==> src/rtl/brss_pkg.sv <==
// ----------------------------------------------------------------------------
// brss_pkg
// Shared types and constants for the byte range sector splitter.
// ----------------------------------------------------------------------------
package brss_pkg;

  localparam int unsigned SectorBytes     = 512;
  localparam int unsigned SectorShift     = 9;
  localparam int unsigned MaxChunkSectors = 256;
  localparam int unsigned MaxLength       = 4194304;

  localparam int unsigned LbaW    = 32;
  localparam int unsigned SecInW  = 28;
  localparam int unsigned OffW    = 16;
  localparam int unsigned LenW    = 23;
  localparam int unsigned CountW  = 9;
  localparam int unsigned FirstW  = 9;
  localparam int unsigned BytesW  = 10;
  localparam int unsigned CfgIdxW = 3;

  // request commands
  localparam logic [1:0] CMD_READ      = 2'd0;
  localparam logic [1:0] CMD_WRITE     = 2'd1;
  localparam logic [1:0] CMD_PART_READ = 2'd2;
  localparam logic [1:0] CMD_NONE      = 2'd3;

  // emitted operation kinds
  localparam logic [1:0] OP_RD_WHOLE = 2'd0;
  localparam logic [1:0] OP_WR_WHOLE = 2'd1;
  localparam logic [1:0] OP_RD_PART  = 2'd2;
  localparam logic [1:0] OP_RMW      = 2'd3;

  // configuration register indexes
  localparam logic [CfgIdxW-1:0] CFG_DMA_ENABLE = 3'd0;
  localparam logic [CfgIdxW-1:0] CFG_PART0      = 3'd1;
  localparam logic [CfgIdxW-1:0] CFG_PART1      = 3'd2;
  localparam logic [CfgIdxW-1:0] CFG_PART2      = 3'd3;
  localparam logic [CfgIdxW-1:0] CFG_PART3      = 3'd4;

  typedef struct packed {
    logic [1:0]        op_kind;
    logic [LbaW-1:0]   lba;
    logic [CountW-1:0] sector_count;
    logic [FirstW-1:0] first_byte;
    logic [BytesW-1:0] byte_count;
    logic [LenW-1:0]   buffer_position;
    logic              uses_dma;
    logic              last;
  } res_t;

endpackage

==> src/rtl/brss_alu.sv <==
// ----------------------------------------------------------------------------
// brss_alu
// Shared 32-bit sector adder used for every LBA computation.
// ----------------------------------------------------------------------------
module brss_alu (
  input  logic [brss_pkg::LbaW-1:0] a_i,
  input  logic [brss_pkg::LbaW-1:0] b_i,
  output logic [brss_pkg::LbaW-1:0] sum_o
);

  // wraps at 32 bits
  assign sum_o = a_i + b_i;

endmodule

==> src/rtl/brss_seq.sv <==
// ----------------------------------------------------------------------------
// brss_seq
// Sequencer: folds the byte offset into the sector, then walks the head,
// whole-sector chunks and tail, one command per cycle.
// ----------------------------------------------------------------------------
module brss_seq (
  input  logic                          clk_i,
  input  logic                          rst_ni,
  input  logic                          start_i,
  input  logic [1:0]                    cmd_i,
  input  logic [brss_pkg::LbaW-1:0]     base_i,
  input  logic [brss_pkg::SecInW-1:0]   start_sector_i,
  input  logic [brss_pkg::OffW-1:0]     byte_offset_i,
  input  logic [brss_pkg::LenW-1:0]     byte_length_i,
  input  logic                          dma_i,
  output logic [brss_pkg::LbaW-1:0]     alu_a_o,
  output logic [brss_pkg::LbaW-1:0]     alu_b_o,
  input  logic [brss_pkg::LbaW-1:0]     alu_sum_i,
  output logic                          busy_o,
  output logic                          res_valid_o,
  output brss_pkg::res_t                res_o
);

  localparam logic [1:0] S_IDLE = 2'd0;
  localparam logic [1:0] S_FOLD = 2'd1;
  localparam logic [1:0] S_HEAD = 2'd2;
  localparam logic [1:0] S_BODY = 2'd3;

  localparam int unsigned WholeW = brss_pkg::LenW - brss_pkg::SectorShift;
  localparam int unsigned ChunkW = brss_pkg::CountW + brss_pkg::SectorShift;

  logic [1:0] state_q, state_d;
  logic [brss_pkg::LbaW-1:0]   lba_q, lba_d;
  logic [brss_pkg::LenW-1:0]   len_q, len_d;
  logic [brss_pkg::LenW-1:0]   pos_q, pos_d;
  logic [brss_pkg::OffW-1:0]   off_q, off_d;
  logic                        wr_q, wr_d;
  logic                        valid_q, valid_d;
  brss_pkg::res_t              res_q, res_d;

  logic                        accept;
  logic [brss_pkg::LenW-1:0]   len_sat;
  logic [brss_pkg::FirstW-1:0] in_off;
  logic [brss_pkg::BytesW-1:0] take_max, take;
  logic                        head_last;
  logic [WholeW-1:0]           whole;
  logic [brss_pkg::FirstW-1:0] rem;
  logic [brss_pkg::CountW-1:0] cnt;
  logic [ChunkW-1:0]           chunk_bytes;
  logic                        body_last;
  logic [1:0]                  part_kind, whole_kind;

  assign accept = start_i && (state_q == S_IDLE);
  assign busy_o = (state_q != S_IDLE);

  assign len_sat = (byte_length_i > brss_pkg::LenW'(brss_pkg::MaxLength))
                   ? brss_pkg::LenW'(brss_pkg::MaxLength) : byte_length_i;

  assign in_off   = off_q[brss_pkg::FirstW-1:0];
  assign take_max = brss_pkg::BytesW'(brss_pkg::SectorBytes) - {1'b0, in_off};
  assign head_last = (len_q <= brss_pkg::LenW'(take_max));
  assign take     = head_last ? len_q[brss_pkg::BytesW-1:0] : take_max;

  assign whole = len_q[brss_pkg::LenW-1:brss_pkg::SectorShift];
  assign rem   = len_q[brss_pkg::SectorShift-1:0];
  assign cnt   = (whole > WholeW'(brss_pkg::MaxChunkSectors))
                 ? brss_pkg::CountW'(brss_pkg::MaxChunkSectors)
                 : whole[brss_pkg::CountW-1:0];
  assign chunk_bytes = {cnt, {brss_pkg::SectorShift{1'b0}}};
  assign body_last   = (WholeW'(cnt) == whole) && (rem == '0);

  assign part_kind  = wr_q ? brss_pkg::OP_RMW : brss_pkg::OP_RD_PART;
  assign whole_kind = wr_q ? brss_pkg::OP_WR_WHOLE : brss_pkg::OP_RD_WHOLE;

  // shared adder operand select
  always_comb begin
    unique case (state_q)
      S_IDLE: begin
        alu_a_o = brss_pkg::LbaW'(start_sector_i);
        alu_b_o = base_i;
      end
      S_FOLD: begin
        alu_a_o = lba_q;
        alu_b_o = brss_pkg::LbaW'(off_q[brss_pkg::OffW-1:brss_pkg::SectorShift]);
      end
      S_HEAD: begin
        alu_a_o = lba_q;
        alu_b_o = brss_pkg::LbaW'(1);
      end
      S_BODY: begin
        alu_a_o = lba_q;
        alu_b_o = brss_pkg::LbaW'(cnt);
      end
      default: begin
        alu_a_o = lba_q;
        alu_b_o = '0;
      end
    endcase
  end

  always_comb begin
    state_d = state_q;
    lba_d   = lba_q;
    len_d   = len_q;
    pos_d   = pos_q;
    off_d   = off_q;
    wr_d    = wr_q;
    valid_d = 1'b0;
    res_d   = res_q;
    unique case (state_q)
      S_IDLE: begin
        if (accept) begin
          lba_d = alu_sum_i;
          len_d = len_sat;
          off_d = byte_offset_i;
          pos_d = '0;
          wr_d  = (cmd_i == brss_pkg::CMD_WRITE);
          // unknown command or empty range emits nothing
          if (cmd_i != brss_pkg::CMD_NONE && len_sat != '0) begin
            state_d = S_FOLD;
          end
        end
      end
      S_FOLD: begin
        lba_d   = alu_sum_i;
        state_d = S_HEAD;
      end
      S_HEAD: begin
        if (in_off != '0) begin
          valid_d               = 1'b1;
          res_d.op_kind         = part_kind;
          res_d.lba             = lba_q;
          res_d.sector_count    = brss_pkg::CountW'(1);
          res_d.first_byte      = in_off;
          res_d.byte_count      = take;
          res_d.buffer_position = '0;
          res_d.uses_dma        = dma_i;
          res_d.last            = head_last;
          lba_d = alu_sum_i;
          len_d = len_q - brss_pkg::LenW'(take);
          pos_d = brss_pkg::LenW'(take);
          state_d = head_last ? S_IDLE : S_BODY;
        end else begin
          state_d = S_BODY;
        end
      end
      S_BODY: begin
        valid_d               = 1'b1;
        res_d.lba             = lba_q;
        res_d.buffer_position = pos_q;
        if (whole != '0) begin
          res_d.op_kind      = whole_kind;
          res_d.sector_count = cnt;
          res_d.first_byte   = '0;
          res_d.byte_count   = '0;
          res_d.uses_dma     = wr_q ? 1'b0 : dma_i;
          res_d.last         = body_last;
          lba_d = alu_sum_i;
          len_d = len_q - brss_pkg::LenW'(chunk_bytes);
          pos_d = pos_q + brss_pkg::LenW'(chunk_bytes);
          if (body_last) begin
            state_d = S_IDLE;
          end
        end else begin
          // tail partial sector
          res_d.op_kind      = part_kind;
          res_d.sector_count = brss_pkg::CountW'(1);
          res_d.first_byte   = '0;
          res_d.byte_count   = brss_pkg::BytesW'(rem);
          res_d.uses_dma     = dma_i;
          res_d.last         = 1'b1;
          state_d = S_IDLE;
        end
      end
      default: state_d = S_IDLE;
    endcase
  end

  always_ff @(posedge clk_i or negedge rst_ni) begin
    if (!rst_ni) begin
      state_q <= S_IDLE;
      valid_q <= 1'b0;
    end else begin
      state_q <= state_d;
      valid_q <= valid_d;
    end
  end

  always_ff @(posedge clk_i) begin
    lba_q <= lba_d;
    len_q <= len_d;
    pos_q <= pos_d;
    off_q <= off_d;
    wr_q  <= wr_d;
    res_q <= res_d;
  end

  assign res_valid_o = valid_q;
  assign res_o       = res_q;

endmodule

==> src/rtl/byte_range_sector_splitter.sv <==
// ----------------------------------------------------------------------------
// byte_range_sector_splitter
// Splits a byte-range disk transfer into head, whole-sector chunk and tail
// sector commands.
// ----------------------------------------------------------------------------
//   channel  | handshake                  | payload
//   ---------+----------------------------+----------------------------------
//   request  | start / busy               | cmd, partition, sector, offset, len
//   command  | res_valid_o strobe         | op_kind .. last, one per cycle
//   config   | cfg_valid_i / cfg_ready_o  | cfg_index_i, cfg_data_i
//
// A request runs its setup steps (partition add, offset fold, head) on
// the shared LBA adder, then walks the whole-sector chunks and the tail.
// Commands are registered and appear in the cycle after they are formed, one per cycle.
// busy stays high until the last command is formed; the receiver cannot stall.
// Reset clears the config registers and the sequencer state and valid flag; config is always ready.
module byte_range_sector_splitter (
  input  logic                              clk_i,
  input  logic                              rst_ni,
  input  logic                              start,
  output logic                              busy,
  input  logic [1:0]                        cmd_i,
  input  logic [1:0]                        partition_i,
  input  logic [brss_pkg::SecInW-1:0]       start_sector_i,
  input  logic [brss_pkg::OffW-1:0]         byte_offset_i,
  input  logic [brss_pkg::LenW-1:0]         byte_length_i,
  input  logic                              cfg_valid_i,
  output logic                              cfg_ready_o,
  input  logic [brss_pkg::CfgIdxW-1:0]      cfg_index_i,
  input  logic [brss_pkg::LbaW-1:0]         cfg_data_i,
  output logic                              res_valid_o,
  output logic [1:0]                        op_kind_o,
  output logic [brss_pkg::LbaW-1:0]         lba_o,
  output logic [brss_pkg::CountW-1:0]       sector_count_o,
  output logic [brss_pkg::FirstW-1:0]       first_byte_o,
  output logic [brss_pkg::BytesW-1:0]       byte_count_o,
  output logic [brss_pkg::LenW-1:0]         buffer_position_o,
  output logic                              uses_dma_o,
  output logic                              last_o
);

  logic                         dma_q;
  logic [brss_pkg::LbaW-1:0]    part_q [4];
  logic [brss_pkg::LbaW-1:0]    base;
  logic [brss_pkg::LbaW-1:0]    alu_a, alu_b, alu_sum;
  brss_pkg::res_t               res;

  assign cfg_ready_o = 1'b1;

  always_ff @(posedge clk_i or negedge rst_ni) begin
    if (!rst_ni) begin
      dma_q     <= 1'b0;
      part_q[0] <= '0;
      part_q[1] <= '0;
      part_q[2] <= '0;
      part_q[3] <= '0;
    end else if (cfg_valid_i && cfg_ready_o) begin
      unique case (cfg_index_i)
        brss_pkg::CFG_DMA_ENABLE: dma_q     <= cfg_data_i[0];
        brss_pkg::CFG_PART0:      part_q[0] <= cfg_data_i;
        brss_pkg::CFG_PART1:      part_q[1] <= cfg_data_i;
        brss_pkg::CFG_PART2:      part_q[2] <= cfg_data_i;
        brss_pkg::CFG_PART3:      part_q[3] <= cfg_data_i;
        default: ;
      endcase
    end
  end

  // partition base only for partition-relative reads
  assign base = (cmd_i == brss_pkg::CMD_PART_READ) ? part_q[partition_i] : '0;

  brss_alu u_alu (
    .a_i   (alu_a),
    .b_i   (alu_b),
    .sum_o (alu_sum)
  );

  brss_seq u_seq (
    .clk_i          (clk_i),
    .rst_ni         (rst_ni),
    .start_i        (start),
    .cmd_i          (cmd_i),
    .base_i         (base),
    .start_sector_i (start_sector_i),
    .byte_offset_i  (byte_offset_i),
    .byte_length_i  (byte_length_i),
    .dma_i          (dma_q),
    .alu_a_o        (alu_a),
    .alu_b_o        (alu_b),
    .alu_sum_i      (alu_sum),
    .busy_o         (busy),
    .res_valid_o    (res_valid_o),
    .res_o          (res)
  );

  assign op_kind_o         = res.op_kind;
  assign lba_o             = res.lba;
  assign sector_count_o    = res.sector_count;
  assign first_byte_o      = res.first_byte;
  assign byte_count_o      = res.byte_count;
  assign buffer_position_o = res.buffer_position;
  assign uses_dma_o        = res.uses_dma;
  assign last_o            = res.last;

endmodule

==> config.mk <==
export PLATFORM = sky130hd
export DESIGN_NAME = byte_range_sector_splitter
export DESIGN_NICKNAME = d
export VERILOG_FILES = /design/src/rtl/brss_pkg.sv /design/src/rtl/brss_alu.sv /design/src/rtl/brss_seq.sv /design/src/rtl/byte_range_sector_splitter.sv
export SDC_FILE = /design/constraint.sdc
export NUM_CORES = 1
export LEC_CHECK = 0
export BUFFER_PORTS_ARGS = -buffer_cell sky130_fd_sc_hd__buf_4
export CAP_MARGIN = 20
export CORE_UTILIZATION = 55
export CTS_BUF_LIST = sky130_fd_sc_hd__clkbuf_4 sky130_fd_sc_hd__clkbuf_8
export DETAILED_ROUTE_END_ITERATION = 8
export PLACE_DENSITY = 0.75
export SYNTH_ARGS = -nofsm -noshare
export SYNTH_HDL_FRONTEND = slang
export SYNTH_SLANG_ARGS = --single-unit
==> constraint.sdc <==
create_clock -name clk_i -period 6.15 [get_ports clk_i]
set_clock_uncertainty 0.1 [all_clocks]
set_input_delay 0.9225 -clock clk_i [delete_from_list [all_inputs] [get_ports clk_i]]
set_output_delay 0.9225 -clock clk_i [all_outputs]
set_load 0.01 [all_outputs]
==> impl_metrics.ini, run 1 <==
[die]
ios = 200
start_util_pct = 55.78
coreArea_mm2 = 0.02964
die_h_um = 175.4
num_rows = 63
die_area_mm2 = 0.03075
die_w_um = 175.4

[timing]
period_needed_ns = 5.654
max_freq_mhz = 176.9
final_max_slew_viol_count = 0
setup_viol = 0
rsz0062_at_grt = no
hold_viol_final = 0
slew-limit-headroom_pct = 28.47
worstMarginPinSlew_ns = 1.069
finalSetupTns_ns = 0
finalCritPeriodShare_pct = 91.94
hold_ws_ns = 0.3532

[clock_network]
htree_num_levels = 2
hold_buffers = 0
cts_setup_buffers = 0
cts_resized = 0
clkTransAtPathRegs_ns = 0.06
cts_buffer_depth = 3
cts_buffers = 52
cts.sinks = 314
tritoncts = done
clockRootBuffer = clkbuf_8
clock_latency_ns = 0.59

[pwr]
p_comb_share_pct = 39.8
vdd_ir_drop_max_mv = 0.2999
p_int_mw = 6.215
switchingPower_mw = 3.553
p_leak_nw = 8.329
p_sw_share_pct = 36.38
clockPowerShare_pct = 21.1
sequentialPowerShare_pct = 39.2
power_density_mw_per_mm2 = 495.9

[critical_path]
path_buf_inv = 4
crit_family = compound AO/OA/AOI/OAI gates
criticalPathCategory = flop to flop
cpMostUsedCell = ha_1
rr_endpoint = u_seq.len_q[14]$_DFFE_PP_
critPathArrivalTime_ns = 5.90
crit_fanout = 8
crit_cells = 21
startpoint_type = flop
required_ns = 6.40
reg2regPathDepth = 21
crit_path_max_incr_delay_ns = 0.48
endpoint = u_seq.len_q[14]$_DFFE_PP_
r2r_slack_ns = 0.50
rr_startpoint = u_seq.off_q[0]$_DFFE_PP_
critPathLaunch = u_seq.off_q[0]$_DFFE_PP_
crit_path_top_delay_cell = edfxtp_1
path_cells = inv_1 -> ha_1 -> nor3b_1 -> xor2_1 -> ha_1 -> a211oi_1 -> nor2_1 -> o311ai_0 -> buf_4 -> a21oi_1 -> nor2_1 -> a21oi_1 -> inv_1 -> ha_1 -> inv_1 -> ha_1 -> o221ai_2 -> a31o_2 -> a21oi_1 -> a221o_1 -> a221o_1
end_kind = flop

[min_path]
whs_path_depth = 0
hold_start = u_seq.lba_q[22]$_DFFE_PP_
min_path_type = flop to flop

[synth]
synth_edf_count = 182
syn_inst = 1340
async_flop_share_pct = 42.04
ys.flop_type = edfxtp_1
netlist_area_mm2 = 0.01653
yosysUniqueCellTypes = 77
ys_ff_latch = 314
ys_warn_count = 0
seq_area_frac_synth_pct = 53.04
syn_avg_cell_area_um2 = 12.34

[grt]
grt_pass1_wl_um = 66390
grt_overflow = 0
grt_pass1_vias = 11900
grt_antenna_before_repair = 2
grt_max_degree = 76
track_usage_pct = 28.11

[routing]
vias_per_cell = 6.010
post_drt_wl_per_cell_um = 21.54
ant_nets = 0
wirelength_um = 42840
drc = 0
drt_iter0_markers = 1054
drtPass1Iterations = 5
vias = 11950

[job]
drv_cap = 0

[layout]
drive_gt1_share_pct = 32.65
final_cell_mix = buf_4, edfxtp_1, mux2_2
fillerInstances = 2253
synthToLayoutAreaGrowth_pct = 19.16
final_common_cell = buf_4
fin_nets = 1725
diodes = 0

[status]
status = finished clean

[placement]
port_buffers = 198
dp_hpwl_um = 30720
gp_congestion = 0.9696
[kinds of logic (layout without fill, tap and decap cells)]
logic type	Yosys count	in the layout	synth area share, %
XOR/XNOR	58	58	3.406
multiplexers	192	192	15.24
buffers and inverters	98	356	2.324
AND/OR/NAND/NOR	355	355	10.88
flip-flops	314	314	53.04
adder cells (fa/ha/maj)	61	61	4.647
other	1	2	0.02268
AO/OA/AOI/OAI	261	261	10.44
[final cells by class]
cell class	instances	area (um^2)	share of cell area, %
Multi-Input combinational cell	929	7418	37.66
Tap cell	390	488.0	2.477
Sequential cell	314	8768	44.51
Clock inverter	27	299.0	1.518
Clock buffer	68	873.3	4.433
Timing Repair Buffer	227	1724	8.753
Inverter	34	127.6	0.6479
[cell usage after synthesis (3+ instances only)]
cell type  count  area, um^2
nand3_1       17       85.08
xnor2_1       40       350.3
or4_1          7       52.55
o31ai_1        4       30.03
xor2_1        14       122.6
o21ai_1        9       45.04
nor3_1        24       120.1
xnor3_1        4       90.09
maj3_1         4       40.04
a32o_1         4       40.04
o21a_1         8       60.06
buf_1         13       48.80
o211ai_1       6       45.04
a31oi_1       12       75.07
o21bai_1      12       90.09
o22ai_1        7       43.79
mux2_2       157        1768
nand4_1       10       62.56
mux4_2        32       720.7
and4_1         4       35.03
and2_1        40       250.2
a21oi_1       69       345.3
nor2b_1       15       93.84
a22oi_1       11       82.58
nand2_1       68       255.2
a211oi_1      13       97.59
clkbuf_1      45       168.9
a22o_1         5       43.79
edfxtp_1     182        5465
nor2_1        95       356.6
o21ai_0       45       225.2
or2_2          3       18.77
dfrtp_1      132        3303
nand2b_1      13       81.33
a21o_1        20       150.1
or3_1          5       31.28
and3_1        38       237.7
nor4_1        10       62.56
buf_2          4       20.02
mux2i_1        3       30.03
ha_1          55       688.2
o221ai_1       3       26.28
inv_1         34       127.6
[worst min-delay path by stage]
stage / to
final: u_seq.res_o[75]$_DFFE_PP_
after global routing: u_seq.res_o[75]$_DFFE_PP_
after CTS: u_seq.res_o[81]$_DFFE_PP_
after detailed placement: u_seq.res_o[81]$_DFFE_PP_
after global placement: u_seq.res_o[83]$_DFFE_PP_
after floorplan: u_seq.res_o[81]$_DFFE_PP_
[power by group through the flow]
stage	registers (mW)	logic, mW	clock network (mW)
floorplan	3.80	2.45	0
global placement	3.82	3.76	0
detailed placement	3.85	3.81	0
CTS	3.82	3.84	2.10
global route	3.91	4.22	2.18
finish	3.83	3.88	2.06
[state kept, by name, indices dropped and copies added (netlist names)]
signal	cells
u_seq.lba_q	32
part_q	128
u_seq.len_q	23
u_seq.state_q	2
u_seq.res_valid_o	1
u_seq.res_o	87
u_seq.off_q	16
u_seq.wr_q	1
dma_q	1
u_seq.pos_q	23
[stage by stage]
step           std cells  util (%)  setup WS, ns  area (um^2)  power (mW)
2_1_floorplan       1341         -        0.6337        16530       6.250
3_5_place_dp        1893     62.42        0.7060        18500       7.664
5_1_grt             1989     66.46        0.2111        19700       10.31
6_report            1989     66.46        0.4956        19700       9.768
4_1_cts             1988     66.37        0.6586        19670       9.752
3_3_place_gp        1893     62.42        0.9023        18500       7.577
[worst register-to-register path, stage by stage, from the launching register on]
cell and delay (ns):
edfxtp_1 0.48, inv_1 0.15, ha_1 0.29, nor3b_1 0.40, xor2_1 0.45, ha_1 0.35, a211oi_1 0.21, nor2_1 0.10
o311ai_0 0.34, buf_4 0.20, a21oi_1 0.13, nor2_1 0.13, a21oi_1 0.08, inv_1 0.08, ha_1 0.30, inv_1 0.08
ha_1 0.27, o221ai_2 0.24, a31o_2 0.33, a21oi_1 0.12, a221o_1 0.28, a221o_1 0.29
[routing by layer]
layer | GRT usage, % | vias to the layer above | share of wire [%]
met4 | 8.478 | 2 | 2.4
li1 | - | 5487 | -
met3 | 6.017 | 76 | 8.3
met1 | 41.06 | 5879 | 45
met5 | 0 | - | 0.040
met2 | 42.26 | 510 | 44
Power figures use the tool's default switching activity.
==> inputs of run 2 (changes only) <==
--- a/config.mk
+++ b/config.mk
@@ -5,12 +5,13 @@
 export SDC_FILE = /design/constraint.sdc
 export NUM_CORES = 1
 export LEC_CHECK = 0
-export BUFFER_PORTS_ARGS = -buffer_cell sky130_fd_sc_hd__buf_4
 export CAP_MARGIN = 20
 export CORE_UTILIZATION = 55
 export CTS_BUF_LIST = sky130_fd_sc_hd__clkbuf_4 sky130_fd_sc_hd__clkbuf_8
 export DETAILED_ROUTE_END_ITERATION = 8
-export PLACE_DENSITY = 0.75
+export DONT_BUFFER_PORTS = 1
+export PLACE_DENSITY = 0.69
+export SETUP_SLACK_MARGIN = 0.05
 export SYNTH_ARGS = -nofsm -noshare
 export SYNTH_HDL_FRONTEND = slang
 export SYNTH_SLANG_ARGS = --single-unit
==> run 2 against run 1 <==
Effect of this change:
- cell count decreased by 10%
- register-to-register slack improved by 0.16 ns
- total power decreased by 6.4%
- first-iteration DRC count decreased by 8.6%
- global-route usage decreased by 1.6 points
==> impl_metrics.ini, run 2 (same netlist as run 1, synthesis figures left out) <==
[critical_path]
crit_fanout = 8
reg2regPathDepth = 21
endpoint = u_seq.len_q[14]$_DFFE_PP_
critPathArrivalTime_ns = 5.74
startpoint_type = flop
crit_path_top_delay_cell = edfxtp_1
rr_startpoint = u_seq.off_q[0]$_DFFE_PP_
required_ns = 6.40
cpMostUsedCell = ha_1
path_cells = inv_1 -> ha_1 -> nor3b_1 -> xor2_1 -> ha_1 -> a211oi_1 -> nor2_1 -> o311ai_0 -> buf_4 -> a21oi_1 -> nor2_1 -> a21oi_1 -> inv_1 -> ha_1 -> inv_1 -> ha_1 -> o221ai_2 -> a31o_2 -> a21oi_1 -> a221o_1 -> a221o_1
criticalPathCategory = flop to flop
critPathLaunch = u_seq.off_q[0]$_DFFE_PP_
r2r_slack_ns = 0.66
end_kind = flop
rr_endpoint = u_seq.len_q[14]$_DFFE_PP_
crit_path_max_incr_delay_ns = 0.51

[layout]
largest-register = part_q
synthToLayoutAreaGrowth_pct = 9.726
final_util_pct = 61.20
fin_nets = 1522
diodes = 0
final_cell_mix = edfxtp_1, mux2_2, dfrtp_1
largest_reg_flops = 128
final_common_cell = edfxtp_1
drive_gt1_share_pct = 22.97
final_cell_area_mm2 = 0.01814

[pwr]
p_int_mw = 5.775
p_sw_share_pct = 36.83
switchingPower_mw = 3.368
vdd_ir_drop_max_mv = 0.2216
p_leak_nw = 7.330
sequentialPowerShare_pct = 43.8
clockPowerShare_pct = 21.4
power_density_mw_per_mm2 = 504.1
p_comb_share_pct = 34.8

[routing]
vias_per_cell = 6.235
vias = 11120
ant_nets = 0
drtPass1Iterations = 5
wirelength_um = 40610
drt_iter0_markers = 963
drc = 0
post_drt_wl_per_cell_um = 22.78

[grt]
grt_max_degree = 133
grt_pass1_vias = 10790
track_usage_pct = 26.46
grt_antenna_before_repair = 0
grt_overflow = 0
grt_pass1_wl_um = 62110

[die]
die_area_mm2 = 0.03075
num_rows = 63
start_util_pct = 55.78
die_w_um = 175.4
coreArea_mm2 = 0.02964
ios = 200
die_h_um = 175.4

[clock_network]
cts.sinks = 314
cts_buffers = 50
clock_latency_ns = 0.61
htree_num_levels = 2
tritoncts = done
cts_buffer_depth = 3
clkTransAtPathRegs_ns = 0.06
clockRootBuffer = clkbuf_8

[timing]
final_max_slew_viol_count = 0
finalCritPeriodShare_pct = 89.26
finalSetupTns_ns = 0
max_freq_mhz = 182.2
hold_viol_final = 0
rsz0062_at_grt = no
worstMarginPinSlew_ns = 1.083
setup_viol = 0
hold_ws_ns = 0.1579
period_needed_ns = 5.490
slew-limit-headroom_pct = 27.54

[placement]
port_buffers = 0
gp_congestion = 0.9583
dp_hpwl_um = 28890
placed_area_mm2 = 0.01702

[job]
drv_cap = 0

[status]
status = finished clean

[min_path]
min_path_type = input port to asynchronous set/reset pin
-- run 2: cell count changes in the layout (fill, tap and decap cells not counted) --
cell	previous run	this run
buf_16	1	2
buf_4	226	24
bufinv_16	6	5
clkbuf_4	10	17
clkbuf_8	58	52
clkinv_1	10	8
clkinv_2	6	4
clkinv_4	0	1
clkinv_8	0	1
clkinvlp_4	2	0
inv_6	1	0
nor2_1	92	90
nor2_2	2	4
-- run 2: repair_timing --
action,in CTS,in global routing
buffers inserted,0,0
hold endpoints to repair,132,0
resized for setup,0,0
hold buffers,1,0
-- run 2: worst min-delay path by stage --
| stage | startpoint | to | slack, ns | depth (start not counted) |
|---|---|---|---|---|
| global route | rst_ni | part_q[110]$_DFFE_PN0P_ | 0.23 | 1 |
| finish | rst_ni | part_q[78]$_DFFE_PN0P_ | 0.16 | 1 |
| detailed placement | u_seq.lba_q[13]$_DFFE_PP_ | u_seq.res_o[66]$_DFFE_PP_ | 0.33 | 0 |
| global placement | u_seq.lba_q[12]$_DFFE_PP_ | u_seq.res_o[65]$_DFFE_PP_ | 0.33 | 0 |
| floorplan | u_seq.lba_q[28]$_DFFE_PP_ | u_seq.res_o[81]$_DFFE_PP_ | 0.32 | 0 |
| CTS | rst_ni | u_seq.res_valid_o$_DFF_PN0_ | 0.20 | 1 |
-- run 2: per-stage QoR --
stage	cells	worst slack [ns]	total power [mW]
2_1_floorplan	1341	0.6337	6.250
4_1_cts	1783	0.7599	9.161
3_3_place_gp	1691	0.9139	7.072
5_1_grt	1783	0.4125	9.636
6_report	1783	0.6604	9.143
3_5_place_dp	1692	0.7934	7.163
-- run 2: critical path, delay by kind of cell, from the launching register on --
kind	cells	cell delay (ns)
adder cells (fa/ha/maj)	4	1.14
XOR/XNOR	1	0.40
buffers and inverters	4	0.52
AO/OA/AOI/OAI	9	1.98
flip-flops	1	0.51
AND/OR/NAND/NOR	3	0.60
-- run 2: area by class of cell --
type,count,area [um^2]
clock buffer,69,843.3
clock inverter,21,252.7
fill,2401,11500
inverter,34,127.6
multi-input combinational,929,7423
sequential,314,8768
tap,390,488.0
timing repair buffer,26,235.2
-- run 2: layer usage --
layer	up-vias	routed length [um]	track usage (%)
met5	-	0	0
met4	0	1326	9.348
met3	92	3678	6.342
met2	470	17390	38.61
met1	5489	18220	38.64
li1	5066	-	-
-- run 2: power groups by stage --
stage,logic [mW],clock network (mW),registers (mW)
2_1_floorplan,2.45,0,3.80
3_3_place_gp,3.07,0,4.00
3_5_place_dp,3.12,0,4.04
4_1_cts,3.17,1.99,4.00
5_1_grt,3.47,2.07,4.09
6_report,3.18,1.95,4.00
